<file path="config.mk">
export PLATFORM = sky130hd
export DESIGN_NAME = days_between_dates_unit
export DESIGN_NICKNAME = d
export VERILOG_FILES = /design/src/rtl/core/dbd_pkg.sv /design/src/rtl/core/dbd_lane.sv /design/src/rtl/core/dbd_merge.sv /design/src/rtl/core/days_between_dates_unit.sv
export SDC_FILE = /design/constraint.sdc
export NUM_CORES = 2
export LEC_CHECK = 0
export BUFFER_PORTS_ARGS = -buffer_cell sky130_fd_sc_hd__buf_2
export CORE_MARGIN = 5
export CORE_UTILIZATION = 70
export CTS_CLUSTER_SIZE = 10
export DETAILED_ROUTE_END_ITERATION = 16
export GPL_TIMING_DRIVEN = 0
export PLACE_DENSITY = 0.94
export SETUP_SLACK_MARGIN = 0.4
export SLEW_MARGIN = 40
export SYNTH_ARGS = -nofsm -noshare
export SYNTH_HDL_FRONTEND = slang
export SYNTH_SLANG_ARGS = --single-unit
</file>
<file path="constraint.sdc">
create_clock -name clk -period 15.5 [get_ports clk]
set_input_delay 3.1 -clock clk [delete_from_list [all_inputs] [get_ports clk]]
set_output_delay 3.1 -clock clk [all_outputs]
set_load 0.1 [all_outputs]
</file>
<file path="src/rtl/core/dbd_pkg.sv">
// Shared constants and the month-start table for the days-between-dates unit.
// No dependencies; used by dbd_lane, dbd_merge and days_between_dates_unit.
package dbd_pkg;

  localparam int DAY_W   = 5;
  localparam int MONTH_W = 4;
  localparam int YEAR_W  = 14;
  localparam int DAYS_W  = 22;
  localparam int PIPE_DEPTH = 5;

  localparam logic [YEAR_W-1:0] BASE_YEAR = 14'd1971;
  localparam logic [YEAR_W-1:0] TOP_YEAR  = 14'd9999;

  // leaps_upto(1970) = 492 - 19 + 4
  localparam logic [11:0] BASE_LEAPS = 12'd477;

  // floor(n / 100) = (n * 5243) >> 19, exact for n below 16384
  localparam logic [12:0] RECIP100 = 13'd5243;
  localparam int          RECIP_SH = 19;

  localparam logic [8:0] DAYS_PER_YEAR = 9'd365;

  // days before month m in a common year; months 13 and 14 count 31 days each
  function automatic logic [8:0] month_start(input logic [MONTH_W-1:0] m);
    logic [8:0] r;
    case (m)
      4'd0, 4'd1: r = 9'd0;
      4'd2:  r = 9'd31;
      4'd3:  r = 9'd59;
      4'd4:  r = 9'd90;
      4'd5:  r = 9'd120;
      4'd6:  r = 9'd151;
      4'd7:  r = 9'd181;
      4'd8:  r = 9'd212;
      4'd9:  r = 9'd243;
      4'd10: r = 9'd273;
      4'd11: r = 9'd304;
      4'd12: r = 9'd334;
      4'd13: r = 9'd365;
      4'd14: r = 9'd396;
      default: r = 9'd427;
    endcase
    return r;
  endfunction

endpackage

</file>
<file path="src/rtl/core/dbd_lane.sv">
// One lane: converts a date into its day number (1 Jan 1971 is day 1).
// Four register stages; uses dbd_pkg.
module dbd_lane (
  input  logic                          clk,
  input  logic [dbd_pkg::DAY_W-1:0]     day,
  input  logic [dbd_pkg::MONTH_W-1:0]   month,
  input  logic [dbd_pkg::YEAR_W-1:0]    year,
  output logic [dbd_pkg::DAYS_W-1:0]    day_num
);
  import dbd_pkg::*;

  // stage 1: clamped year
  logic [YEAR_W-1:0]  yr1;
  logic [MONTH_W-1:0] mo1;
  logic [DAY_W-1:0]   dy1;
  logic [YEAR_W-1:0]  yr_clamp;

  // stage 2: quotients by 100 and 400
  logic [YEAR_W-1:0]  yr2;
  logic [MONTH_W-1:0] mo2;
  logic [DAY_W-1:0]   dy2;
  logic [6:0]         q100_y2;
  logic [6:0]         q100_m2;
  logic [4:0]         q400_m2;
  logic [26:0]        prod_y;
  logic [26:0]        prod_m;
  logic [24:0]        prod_m4;
  logic [YEAR_W-1:0]  ym1;

  // stage 3: year part, leap count, days within year
  logic [DAYS_W-1:0]  years3;
  logic [11:0]        leaps3;
  logic [9:0]         dpart3;
  logic               is_leap;
  logic [YEAR_W-1:0]  cent;

  always_comb begin
    yr_clamp = year;
    if (year < BASE_YEAR) yr_clamp = BASE_YEAR;
    if (year > TOP_YEAR)  yr_clamp = TOP_YEAR;
  end

  always_ff @(posedge clk) begin
    yr1 <= yr_clamp;
    mo1 <= month;
    dy1 <= day;
  end

  assign ym1     = yr1 - 14'd1;
  assign prod_y  = 27'(yr1) * 27'(RECIP100);
  assign prod_m  = 27'(ym1) * 27'(RECIP100);
  assign prod_m4 = 25'(ym1[YEAR_W-1:2]) * 25'(RECIP100);

  always_ff @(posedge clk) begin
    yr2     <= yr1;
    mo2     <= mo1;
    dy2     <= dy1;
    q100_y2 <= 7'(prod_y >> RECIP_SH);
    q100_m2 <= 7'(prod_m >> RECIP_SH);
    q400_m2 <= 5'(prod_m4 >> RECIP_SH);
  end

  // year divisible by 100 exactly when the quotient times 100 gives it back;
  // by 400 when additionally the quotient is a multiple of 4
  assign cent    = 14'(q100_y2) * 14'd100;
  assign is_leap = (yr2[1:0] == 2'b00) &&
                   ((yr2 != cent) || (q100_y2[1:0] == 2'b00));

  always_ff @(posedge clk) begin
    years3 <= 22'(yr2 - BASE_YEAR) * 22'(DAYS_PER_YEAR);
    leaps3 <= 12'((yr2 - 14'd1) >> 2) - 12'(q100_m2) + 12'(q400_m2) - BASE_LEAPS;
    dpart3 <= 10'(month_start(mo2)) + 10'(is_leap && (mo2 > 4'd2)) + 10'(dy2);
  end

  always_ff @(posedge clk) begin
    day_num <= years3 + 22'(leaps3) + 22'(dpart3);
  end

endmodule

</file>
<file path="src/rtl/core/dbd_merge.sv">
// Merging stage: absolute difference of the two lanes' day numbers.
// One register stage; uses dbd_pkg.
module dbd_merge (
  input  logic                       clk,
  input  logic [dbd_pkg::DAYS_W-1:0] num_a,
  input  logic [dbd_pkg::DAYS_W-1:0] num_b,
  output logic [dbd_pkg::DAYS_W-1:0] diff
);
  import dbd_pkg::*;

  always_ff @(posedge clk) begin
    if (num_b >= num_a) begin
      diff <= num_b - num_a;
    end else begin
      diff <= num_a - num_b;
    end
  end

endmodule

</file>
<file path="src/rtl/core/days_between_dates_unit.sv">
// Top level of the days-between-dates unit: two date lanes and the merging stage.
// Depends on dbd_pkg, dbd_lane and dbd_merge.
//
//   channel   ports                                   beat marked by
//   -------   -------------------------------------   --------------
//   command   first_*/second_* day, month, year        start & !busy
//   result    days_apart                               done
//
// A beat is taken every cycle; busy never rises. Each result appears on
// days_apart with done high once its command beat has passed the four
// lane stages (clamp, quotients, partial sums, day number) and the
// difference register. Results keep command order and cannot be
// stalled. Synchronous reset clears only the done pipeline.
module days_between_dates_unit (
  input  logic                        clk,
  input  logic                        rst,
  input  logic                        start,
  output logic                        busy,
  input  logic [dbd_pkg::DAY_W-1:0]   first_day,
  input  logic [dbd_pkg::MONTH_W-1:0] first_month,
  input  logic [dbd_pkg::YEAR_W-1:0]  first_year,
  input  logic [dbd_pkg::DAY_W-1:0]   second_day,
  input  logic [dbd_pkg::MONTH_W-1:0] second_month,
  input  logic [dbd_pkg::YEAR_W-1:0]  second_year,
  output logic                        done,
  output logic [dbd_pkg::DAYS_W-1:0]  days_apart
);
  import dbd_pkg::*;

  logic [DAYS_W-1:0]     num_a;
  logic [DAYS_W-1:0]     num_b;
  logic [PIPE_DEPTH-1:0] vld;
  logic [PIPE_DEPTH-1:0] vld_next;

  assign busy = 1'b0;

  dbd_lane u_lane_a (
    .clk     (clk),
    .day     (first_day),
    .month   (first_month),
    .year    (first_year),
    .day_num (num_a)
  );

  dbd_lane u_lane_b (
    .clk     (clk),
    .day     (second_day),
    .month   (second_month),
    .year    (second_year),
    .day_num (num_b)
  );

  dbd_merge u_merge (
    .clk   (clk),
    .num_a (num_a),
    .num_b (num_b),
    .diff  (days_apart)
  );

  assign vld_next = {vld[PIPE_DEPTH-2:0], start & ~busy};

  always_ff @(posedge clk) begin
    if (rst) begin
      vld <= '0;
    end else begin
      vld <= vld_next;
    end
  end

  assign done = vld[PIPE_DEPTH-1];

endmodule

</file>
## After elaboration in Yosys (flattened, before gate mapping)

Memories as Yosys holds them, arrays and structs flattened. A register that Yosys moved wholly into a read port is not among the register bits.
Index checks and enable logic that the tools add are counted.

- Word-level logic and storage cells: 88
- Memories kept: 2
- Memory bits (read-only): 288
- Bits in registers: 289
- Input port bits: 49
- Output and inout port bits: 24

Memories:

| memory | words | width | rd ports | clocked after memory_dff | write ports | line | source |
|---|---|---|---|---|---|---|---|
| (no name shown) | 16 | 9 | 1 | 1 | 0 | dbd_pkg.sv:26 | `case (m)` |
| (no name shown) | 16 | 9 | 1 | 1 | 0 | dbd_pkg.sv:26 |  |

- Eq/ne operators: 2
- $add $sub $neg: 22
- Reductions and logical operators: 12
- Magnitude comparators: 7
- Multiply operators: 10
- Muxes and demuxes: 3

Operators with widths:

| cell | count |
|---|---|
| multiplier 14 x 13 -> 26 bit (second input constant) | 4 |
| subtractor 14 x 1 -> 14 bit (second input constant) | 4 |
| multiplier 12 x 13 -> 24 bit (second input constant) | 2 |
| adder 22 x 10 -> 22 bit | 2 |
| adder 22 x 12 -> 22 bit | 2 |
| multiplier 22 x 9 -> 22 bit (second input constant) | 2 |
| subtractor 22 bit | 2 |
| subtractor 14 x 11 -> 15 bit (second input constant) | 2 |
| > comparator 14 bit (second input constant) | 2 |
| less-than comparator 14 x 11 -> 1 bit (second input constant) | 2 |
| two-way mux 14 bit | 2 |
| != test 14 bit | 2 |
| adder 12 x 5 -> 12 bit | 2 |
| multiplier 7 x 5 -> 12 bit (second input constant) | 2 |
| subtractor 12 x 7 -> 12 bit | 2 |
| subtractor 12 x 9 -> 12 bit (second input constant) | 2 |
| >= comparator 22 bit | 1 |
| two-way mux 22 bit | 1 |
| adder 10 x 5 -> 10 bit | 2 |
| adder 9 x 1 -> 10 bit | 2 |
| > comparator 4 x 2 -> 1 bit (second input constant) | 2 |
| logical NOT 2 bit | 4 |
| logical AND 1 bit | 4 |
| OR reduction 2 bit | 2 |
| logical OR 1 bit | 2 |

## Logic depth before layout (Yosys ltp)

- Depth after elaboration: 7
- Mapped depth: 29
- Gate-level depth less buffers: 29

## Cells and area by module

A second synthesis with hierarchy kept.

- Cell total of the unflattened synthesis: 4006
- Area total of the unflattened synthesis: 39146.3 sq um

Modules (own cells, without submodules):

| module | instances | sequential area each (sq um) | area an instance (sq um) | cells an instance |
|---|---|---|---|---|
| dbd_lane (u_lane_b) | 1 | 2802.7 | 18133.6 | 1821 |
| dbd_lane (u_lane_a) | 1 | 2802.7 | 18016.0 | 1796 |
| dbd_merge | 1 | 440.4 | 2854.0 | 377 |
| days_between_dates_unit | 1 | 100.1 | 142.6 | 12 |

## Least setup slack after synthesis

OpenSTA, ideal clock, no wires.

- Path type: flip-flop to flip-flop
- Start point: register u_lane_a.yr1[2]
- End point: register u_lane_a.q100_m2[6]
- Buffers on the path: 0
- Arrival: 6545 ps
- Data required time: 15428 ps
- Library setup time: 72 ps
- Setup slack: 8883 ps
- Cell stages (with the launch flop): 28
- Clock period less this slack: 6617 ps
- Path through: dfxtp_1 inv_1 ha_1 a21boi_1 nand2b_1 nand3_1 a21boi_2 nand2_1 xnor2_1 inv_1 xnor2_1 inv_1 fa_1 inv_1 fa_1 fa_1 inv_1 fa_1 inv_1 ha_1 a21oi_1 nor2b_1 o21ai_0 or4b_4 a32o_1 a311o_1 a21oi_2 xnor2_1

- Longest elaborated chain between the ends: 2

RTL lines:

| element | line | source |
|---|---|---|
| start: declaration | dbd_lane.sv:13 | `logic [YEAR_W-1:0] yr1;` |
| start signal: assignment | dbd_lane.sv:44 | `yr1 <= yr_clamp;` |
| subtractor 14 x 1 -> 14 bit | dbd_lane.sv:49 | `assign ym1 = yr1 - 14'd1;` |
| multiplier 14 x 13 -> 26 bit | dbd_lane.sv:51 | `assign prod_m = 27'(ym1) * 27'(RECIP100);` |
| named net u_lane_a.prod_m[25] | dbd_lane.sv:26 | `logic [26:0] prod_m;` |
| end signal: assignment | dbd_lane.sv:59 | `q100_m2 <= 7'(prod_m >> RECIP_SH);` |
| end: declaration | dbd_lane.sv:23 | `logic [6:0] q100_m2;` |

The timed path passes the listed nets, and every way through them passes these cells.
A chain may end at the register's enable or synchronous reset.

## Worst setup path after layout

- Start point: register u_lane_a.yr1[0]
- End point: register u_lane_a.q100_m2[6]

Same word-level chain as after synthesis.

==> impl_results.md <==
- Status: finished, final reports clean
- Post-Synthesis Cells: 3893
- Routed via count: 29.1k
- Crit path max fanout: 9
- CP Class: reg2reg
- NumNets Final: 5348
- Critical path's largest stage delay: 690 ps
- R2r worst-path depth: 26
- First-pass GRT wire length: 163 mm
- RSZ-0062 raised after global routing: no
- Setup bufs post-CTS: 0
- Synth warn: 0
- Worst path depth: 26
- Synth Flop Type: dfxtp_1
- Reg clk slew, reported paths: roughly 60 ps
- First DRT Iteration DRCs: 2421
- Critical path launch point: u_lane_a.yr1[0]
- Final worst path period share: 52.9%
- Longest Clk Path Bufs: 3
- CTS tree: built
- Synth area leaders: ha_1 27%, fa_1 25%, dfxtp_1 16%
- Post-layout min period: between 8000 and 9000 ps
- Crit path to: u_lane_a.q100_m2[6]
- Vias in the first global route: approximately 33k
- I/O Pins: 73
- Vias per cell: between 6 and 7
- Die Wd: 243 µm
- WL per Instance: 21.3 µm
- Drt pass-1 iters: 8
- Asr flop ratio synth: 0%
- DIE AREA: between 50000 and 60000 µm²
- CP required: about 16000 ps
- Synth Net Count: 5236
- Crit path buffers/inverters: 6
- Initial antenna violation count: 2
- Area Growth Syn to Fin: 6.63%
- Largest area contributor in the netlist: ha_1
- Initial Util: 70.7%
- CTS H-tree depth: 2
- Total track usage: 33.8%
- Antenna viol nets, final: 0
- Final cell count without fillers: 4718
- Most common cell on crit path: inv_1
- Core area: approximately 54000 µm²
- Yosys cell types: 76
- Hold Path Class: reg2reg
- Clock root buffer: clkbuf_16
- Fraction of the yosys area taken by sequential cells: 16.1%
- Final TNS setup: 0 ps
- CP arrival: 8700 ps
- Hold Fails Final Rpt: 0
- Clock sink count: 307
- Worst Max-Slew Pin Slew: 863 ps
- GPL Wtd Cong: 0.916
- Min-delay src: u_lane_a.dy1[3]
- Most common cell after layout, fill and taps aside: inv_1
- Fillers: 2992
- Port Buffers: 71
- Cell Area, Synth: 38100 µm²
- Max Clk Rate: 0.122 GHz
- Largest net degree at the start of global routing: 13
- Syn_area_per_cell: 9.80 µm²
- Worst r2r src: u_lane_a.yr1[0]
- Crit path launch type: flop
- Cell family with most CP delay: adder cells
- Slowest cell on the critical path: dfxtp_1
- # hold bufs at CTS: 0
- Max Cap Viol: 0
- Final setup violating endpoints: 0
- Post-route DRC: 0
- Synth top area share: 27.1%
- DP Cell Count: 4660
- Row count: 85
- DRT Wirelength: between 100 and 150 mm
- Post-CTS sizing: 0
- Post-synth EDFFs: 0
- Relative slew slack: 42.2%
- Crit. End Element: flop
- Final Skew: 34.7 ps
- Dpl hpwl: 76.3 mm
- Worst skew pair latency: 590 ps
- Cts bufs inserted: 39
- Max Slew Vio Count: 0
- R2R setup slack: 7300 ps
- Share of cells above drive strength 1: under 10%
- Most frequent cells in the layout: 983 x inv_1, 825 x ha_1, 469 x fa_1, 307 x dfxtp_1, 192 x xnor2_1
- Die height: 243 µm
- Worst R2R End: u_lane_a.q100_m2[6]
- Grt total ovfl: 0
- FF+latch count, synth: 307
logic make-up (layout without fill, tap and decap cells):
family	Yosys count	in the layout	synth area share [%]
other cells	1	3	0.00983
fa+ha+maj	1294	1294	51.7
buf+inv	1029	1156	10.2
mux	21	21	0.689
xor+xnor	303	303	7.00
compound gates	493	493	8.38
flops	307	307	16.1
simple gates	445	445	5.91
how the worst min path moves through the flow:
stage / endpoint / slack [ps] / cells after the start
2_1_floorplan: u_lane_a.dy2[0] / 310 / 0
4_1_cts: u_lane_a.dy2[3] / 320 / 0
6_report: u_lane_a.dy2[3] / 320 / 0
3_5_place_dp: u_lane_a.dy2[1] / 310 / 0
3_3_place_gp: u_lane_b.dy2[4] / 310 / 0
5_1_grt: u_lane_a.dy2[3] / 340 / 0
state kept, by name, indices dropped and copies added (netlist names), 7 cells and up, named ones only:
name,count
u_lane_b.q100_y2,7
u_lane_a.yr2,14
u_lane_a.yr1,14
u_lane_b.yr2,14
u_lane_a.leaps3,12
u_lane_a.day_num,22
u_lane_b.yr1,14
u_lane_b.q100_m2,7
u_lane_b.day_num,22
u_lane_b.years3,22
u_lane_b.dpart3,10
u_merge.diff,22
u_lane_b.leaps3,12
u_lane_a.dpart3,10
u_lane_a.q100_m2,7
u_lane_a.years3,22
u_lane_a.q100_y2,7
final cells by class:
| cell class | instances | area [µm²] | area share [%] |
|---|---|---|---|
| Inverter | 983 | 3690 | 9.07 |
| Tap cell | 696 | 871 | 2.14 |
| Sequential cell | 307 | 6150 | 15.1 |
| Clock buffer | 47 | 1020 | 2.50 |
| Timing Repair Buffer | 71 | 355 | 0.874 |
| Buffer | 46 | 211 | 0.520 |
| Multi-Input combinational cell | 2557 | 28200 | 69.4 |
| Clock inverter | 9 | 134 | 0.329 |
| Antenna cell | 2 | 5.00 | 0.0123 |
through the flow:
step	instance area, µm²	util [%]	hold WS, ps	setup WS, ps
after floorplan	38100	-	310	8880
after global placement	39400	73.0	314	7870
after detailed placement	39500	73.3	312	7420
after CTS	40700	75.4	323	7370
after global routing	40700	75.4	337	6870
final	40700	75.4	320	7300
cell usage after synthesis, types with 28 or more instances:
library cell,number
o21ai_0,79
nand4_1,36
clkbuf_1,38
nor3_1,31
nand3_1,29
xnor2_1,208
nand2_1,107
o21a_1,28
nor2_1,102
nor2b_1,39
ha_1,825
a21o_1,78
fa_1,469
dfxtp_1,307
inv_1,983
xor2_1,93
a21oi_1,155
metal layers:
metal	track usage [%]	up-vias	part of all wire (%)
li1	-	12632	-
met1	38.2	13942	36
met2	57.8	1805	48
met3	7.52	694	8.4
met4	22.0	0	7.6
met5	0	-	0
Power is left out: the tool's default activity adds up to more than one toggle a clock period on the data nets, which glitch-free logic cannot reach.
